--- src/rtl/ods_pkg.sv ---
`timescale 1ns / 1ps

package ods_pkg;

  localparam int MAX_OBJECTS_DEF = 32;
  localparam int COORD_W         = 16;
  localparam int TYPE_W          = 8;
  localparam int DIFF_W          = COORD_W + 1;   // exact coordinate difference
  localparam int SQ_W            = 2 * COORD_W;   // |diff| <= 65535, square fits 32 bits
  localparam int DIST_W          = SQ_W + 1;      // sum of two squares

  localparam logic OP_ADD  = 1'b0;
  localparam logic OP_SORT = 1'b1;

  typedef struct packed {
    logic signed [COORD_W-1:0] x;
    logic signed [COORD_W-1:0] y;
    logic        [TYPE_W-1:0]  typ;
  } obj_t;

  typedef enum logic [2:0] {
    CELL_HOLD,
    CELL_LOAD,
    CELL_DIFF,
    CELL_SQUARE,
    CELL_SUM,
    CELL_SORT,
    CELL_ROTATE
  } cell_op_t;

  typedef struct packed {
    cell_op_t op;
    logic     phase;   // odd/even pairing of the transposition sort
  } cell_ctrl_t;

endpackage

--- src/rtl/ods_cell.sv ---
`timescale 1ns / 1ps

// One table slot: holds an object, computes its squared distance to the
// viewer, and trades contents with its neighbors during sort and rotate.
module ods_cell #(
  parameter int IDX   = 0,
  parameter int CNT_W = 6
) (
  input  logic                                clk,
  input  ods_pkg::cell_ctrl_t                 ctrl,
  input  logic [CNT_W-1:0]                    count,
  input  logic signed [ods_pkg::COORD_W-1:0]  view_x,
  input  logic signed [ods_pkg::COORD_W-1:0]  view_y,
  input  ods_pkg::obj_t                       load_obj,
  input  ods_pkg::obj_t                       head_obj,
  input  ods_pkg::obj_t                       left_obj,
  input  logic [ods_pkg::DIST_W-1:0]          left_dist,
  input  logic                                left_swap,
  input  ods_pkg::obj_t                       right_obj,
  input  logic [ods_pkg::DIST_W-1:0]          right_dist,
  output ods_pkg::obj_t                       obj_o,
  output logic [ods_pkg::DIST_W-1:0]          dist_o,
  output logic                                swap_o
);

  localparam logic [CNT_W-1:0] IDX_C    = CNT_W'(IDX);
  localparam logic [CNT_W-1:0] IDX_P1   = CNT_W'(IDX + 1);
  localparam logic             IDX_PAR  = IDX_C[0];

  ods_pkg::obj_t                             obj_r, obj_nxt;
  logic [ods_pkg::DIST_W-1:0]                dist_r, dist_nxt;
  logic signed [ods_pkg::DIFF_W-1:0]         dx_r, dy_r;
  logic [ods_pkg::SQ_W-1:0]                  sqx_r, sqy_r;
  logic signed [2*ods_pkg::DIFF_W-1:0]       prod_x, prod_y;

  assign prod_x = dx_r * dx_r;
  assign prod_y = dy_r * dy_r;

  // Left member of an active pair: swap when the right one is strictly farther.
  assign swap_o = (ctrl.op == ods_pkg::CELL_SORT) && (ctrl.phase == IDX_PAR) &&
                  (IDX_P1 < count) && (dist_r < right_dist);

  always_comb begin
    obj_nxt  = obj_r;
    dist_nxt = dist_r;
    case (ctrl.op)
      ods_pkg::CELL_LOAD: begin
        if (count == IDX_C) begin
          obj_nxt = load_obj;
        end
      end
      ods_pkg::CELL_SUM: begin
        dist_nxt = {1'b0, sqx_r} + {1'b0, sqy_r};
      end
      ods_pkg::CELL_SORT: begin
        if (swap_o) begin
          obj_nxt  = right_obj;
          dist_nxt = right_dist;
        end else if (left_swap) begin
          obj_nxt  = left_obj;
          dist_nxt = left_dist;
        end
      end
      ods_pkg::CELL_ROTATE: begin
        obj_nxt  = (IDX_P1 == count) ? head_obj : right_obj;
        dist_nxt = right_dist;
      end
      default: begin
      end
    endcase
  end

  always_ff @(posedge clk) begin
    obj_r  <= obj_nxt;
    dist_r <= dist_nxt;
    if (ctrl.op == ods_pkg::CELL_DIFF) begin
      dx_r <= ods_pkg::DIFF_W'(obj_r.x) - ods_pkg::DIFF_W'(view_x);
      dy_r <= ods_pkg::DIFF_W'(obj_r.y) - ods_pkg::DIFF_W'(view_y);
    end
    if (ctrl.op == ods_pkg::CELL_SQUARE) begin
      sqx_r <= prod_x[ods_pkg::SQ_W-1:0];
      sqy_r <= prod_y[ods_pkg::SQ_W-1:0];
    end
  end

  assign obj_o  = obj_r;
  assign dist_o = dist_r;

endmodule
--- config.mk ---
export PLATFORM = sky130hd
export DESIGN_NAME = ods_cell
export DESIGN_NICKNAME = d
export VERILOG_FILES = /design/src/rtl/ods_pkg.sv /design/src/rtl/ods_cell.sv
export SDC_FILE = /design/constraint.sdc
export NUM_CORES = 2
export LEC_CHECK = 0
export ABC_AREA = 0
export BUFFER_PORTS_ARGS = -buffer_cell sky130_fd_sc_hd__buf_4
export CORE_ASPECT_RATIO = 0.75
export CORE_MARGIN = 5
export CORE_UTILIZATION = 60
export CTS_CLUSTER_DIAMETER = 120
export DETAILED_ROUTE_END_ITERATION = 12
export PLACE_DENSITY = 0.8
export RECOVER_POWER = 100
export SLEW_MARGIN = 10
export SYNTH_ARGS = -nofsm -noshare
export SYNTH_HDL_FRONTEND = slang
export SYNTH_SLANG_ARGS = --single-unit
--- constraint.sdc ---
create_clock -name clk -period 9.2 [get_ports clk]
set_input_delay 0 -clock clk [delete_from_list [all_inputs] [get_ports clk]]
set_output_delay 0 -clock clk [all_outputs]
set_load 0.02 [all_outputs]
==> impl_metrics.json <==
{
  "syn_area_sq_um": 29300,
  "cts_sinks": 169,
  "cts_buffers": 17,
  "synth_top_area_share_pct": 35.2,
  "ys_top_cells_by_count": "inv_1 (741), fa_1 (514), ha_1 (263)",
  "rows": 70,
  "ys_seq_elements": 169,
  "yosysUniqueCellTypes": 69,
  "portBuffers": 343,
  "cpMaxStageDelayCell": "clkbuf_1",
  "drc_errors": 0,
  "crit_buf_inv": 4,
  "path_clk_slew_ns": 0.08,
  "drt-vias-per-instance": 5.57,
  "cpPeakStageDelay_ns": 2.42,
  "fin_crit_sh_pct": 82.5,
  "vdd_drop_max_mv": 0.517,
  "area_delta_synth_final_pct": 16.8,
  "dieArea_sq_um": 53300,
  "min_path_cells": 3,
  "yosys_warnings": 0,
  "grt_max_degree": 63,
  "place.gp.congestion": 0.945,
  "start_util_pct": 60.3,
  "critical_path.endpoint_type": "flop",
  "grt_use_met2_pct": 52.6,
  "die_h_um": 201,
  "synth_area_leader_cell": "fa_1",
  "ant_nets": 0,
  "setup_viol": 0,
  "via_count": 22700,
  "drt_wl_total_mm": 82.3,
  "min_period_ns": 7.59,
  "path_max_fanout": 45,
  "grt_pass1_wl_mm": 131,
  "max_cap_viol_count": 5,
  "synth-main-ff-cell": "edfxtp_1",
  "ctsRootBufferMaster": "clkbuf_16",
  "critPathRequiredTime_ns": 9.44,
  "slew_headroom_pct": -145,
  "met1_usage_pct": 40.4,
  "hold_violations": 0,
  "use_met3_pct": 6.30,
  "outcome": "complete, but fails checks",
  "critPathLaunchType": "flop",
  "tightest_slew_ns": 3.67,
  "layoutNonFillerInstCount": 4076,
  "dp_cells": 3883,
  "cp_cell_sequence": "ha_1, nand2_1, o21ai_0, nand4_1, a31oi_1, o211ai_1, a21oi_4, clkbuf_1, nand2_1, clkbuf_1, a222oi_1, dlygate4sd3_1, inv_1",
  "die_w_um": 265,
  "drt-initial-drc-count": 1816,
  "drive_above_1_share_pct": 9.55,
  "tns_ns": 0,
  "final_core_util_pct": 70.5,
  "crit_type": "reg2reg",
  "cts_resized": 0,
  "clock_path_buffers": 2,
  "syn-instance-count": 2958,
  "antenna_found_initial": 15,
  "drt_pass1_iterations": 6,
  "synth_area_leaders": "fa_1 (35%), edfxtp_1 (17%), ha_1 (11%)",
  "timing.fmax_ghz": 0.132,
  "power-per-cell-area_nw_per_um2": 416,
  "clock_latency_ns": 0.47,
  "worstPathArrival_ns": 7.83,
  "hpwlAfterDp_mm": 68.1,
  "hp-class": "in2reg",
  "yosysMostFrequentCell": "inv_1",
  "grt_pass1_vias": 24700,
  "avgSynthCellArea_sq_um": 9.89,
  "worst-path-stages": 13,
  "async_flop_share_pct": 0,
  "pin_count": 344,
  "routedWlPerCell_um": 20.2,
  "synth_edf_count": 169,
  "grt_usage_pct": 31.3,
  "top_usage_layer": "met2",
  "htree_num_levels": 4,
  "violations": "max-capacitance violations, max-slew violations",
  "p_leak_nw": 17.2,
  "core_sq_um": 48500,
  "overflow": 0,
  "drv_slew": 212,
  "cts_tree": "done",
  "syn_nets": 4005,
  "reg2regPathDepth": 13,
  "crit_family": "buffers and inverters",
  "grt_setup_unrepaired": "false",
  "fin_nets": 4447,
  "synth_seq_area_share_pct": 17.3,
  "clock_skew_ns": 0.0174
}
-- worst paths after layout --
kind / startpoint / endpoint / slack [ns]
setup / recovery: dist_o[2] / dist_o[2] / 1.61
setup reg to reg: dist_o[2] / dist_o[2] / 1.61
hold reg to reg: obj_o[22] / dy_r[14] / 0.79
hold / removal: left_obj[8] / obj_o[8] / 0.06
-- per-stage QoR --
| step | area (sq um) | total power, mW | hold WS, ns | setup WS, ns |
|---|---|---|---|---|
| final | 34200 | 14.2 | 0.0634 | 1.61 |
| after global routing | 34200 | 15.7 | 0.0236 | 1.44 |
| after CTS | 34500 | 14.2 | 0.00642 | 1.99 |
| after detailed placement | 32400 | 13.3 | 0.289 | 2.02 |
| after global placement | 32400 | 12.8 | 0.290 | 2.21 |
| after floorplan | 29300 | 10.7 | 0.185 | 2.79 |
-- registers in the layout, summed over array words and instances (netlist names) --
| name | cells |
|---|---|
| dist_o | 33 |
| dx_r | 17 |
| dy_r | 17 |
| obj_o | 40 |
| sqx_r | 31 |
| sqy_r | 31 |
-- power breakdown --
| group | internal, mW | total [mW] | switching, mW | leakage, nW |
|---|---|---|---|---|
| registers | 1.71 | 1.85 | 0.148 | 1.57 |
| clock network | 0.379 | 0.740 | 0.361 | 0.267 |
| logic | 5.09 | 11.6 | 6.53 | 15.3 |
| total | 7.18 | 14.2 | 7.03 | 17.2 |
-- cells by family after synthesis --
logic type	share of synthesized area (%)
buffers and inverters	10.6
adder cells (fa/ha/maj)	46.4
AND/OR/NAND/NOR	9.93
AO/OA/AOI/OAI	8.60
flip-flops	17.3
XOR/XNOR	4.19
multiplexers	2.92
-- final cells by class --
type                            instances  area (sq um)
Antenna cell                           15          37.5
Clock buffer                           18           429
Clock inverter                         14           143
Fill cell                            3650         14300
Inverter                              742          2790
Multi-Input combinational cell       1969         21100
Sequential cell                       169          5070
Tap cell                              648           811
Timing Repair Buffer                  501          3820
-- layer usage --
metal  up-vias  part of all wire [%]  wire, um
met4         0                   4.6      3790
met2       967                    48     39900
met3       163                   7.9      6540
met1     11300                    39     32100
li1      10200                     -         -
met5         -                     0         0
-- worst register-to-register path, cell delays in order (launching register included) --
cell	delay (ns)
edfxtp_1	0.41
ha_1	0.31
nand2_1	0.05
o21ai_0	0.59
nand4_1	0.21
a31oi_1	0.34
o211ai_1	0.35
a21oi_4	0.27
clkbuf_1	2.42
nand2_1	0.14
clkbuf_1	0.91
a222oi_1	0.73
dlygate4sd3_1	0.60
inv_1	0.04
-- placed cells by master, fill, tap and decap left out, drive strengths merged, types with 40 or more instances in the layout --
cell type / n
inv: 745
fa: 514
buf: 274
ha: 263
nand2: 237
edfxtp: 169
dlygate4sd3: 146
and2: 113
xnor2: 112
clkbuf: 99
nor2: 92
o21ai: 83
mux2i: 82
a21oi: 76
o221ai: 40
-- timing repair --
item | CTS | global route
endpoints found under the hold margin | 77 | 0
setup buffers | 0 | 0
hold buffers | 146 | 0
(Power assumes the default switching activity.)
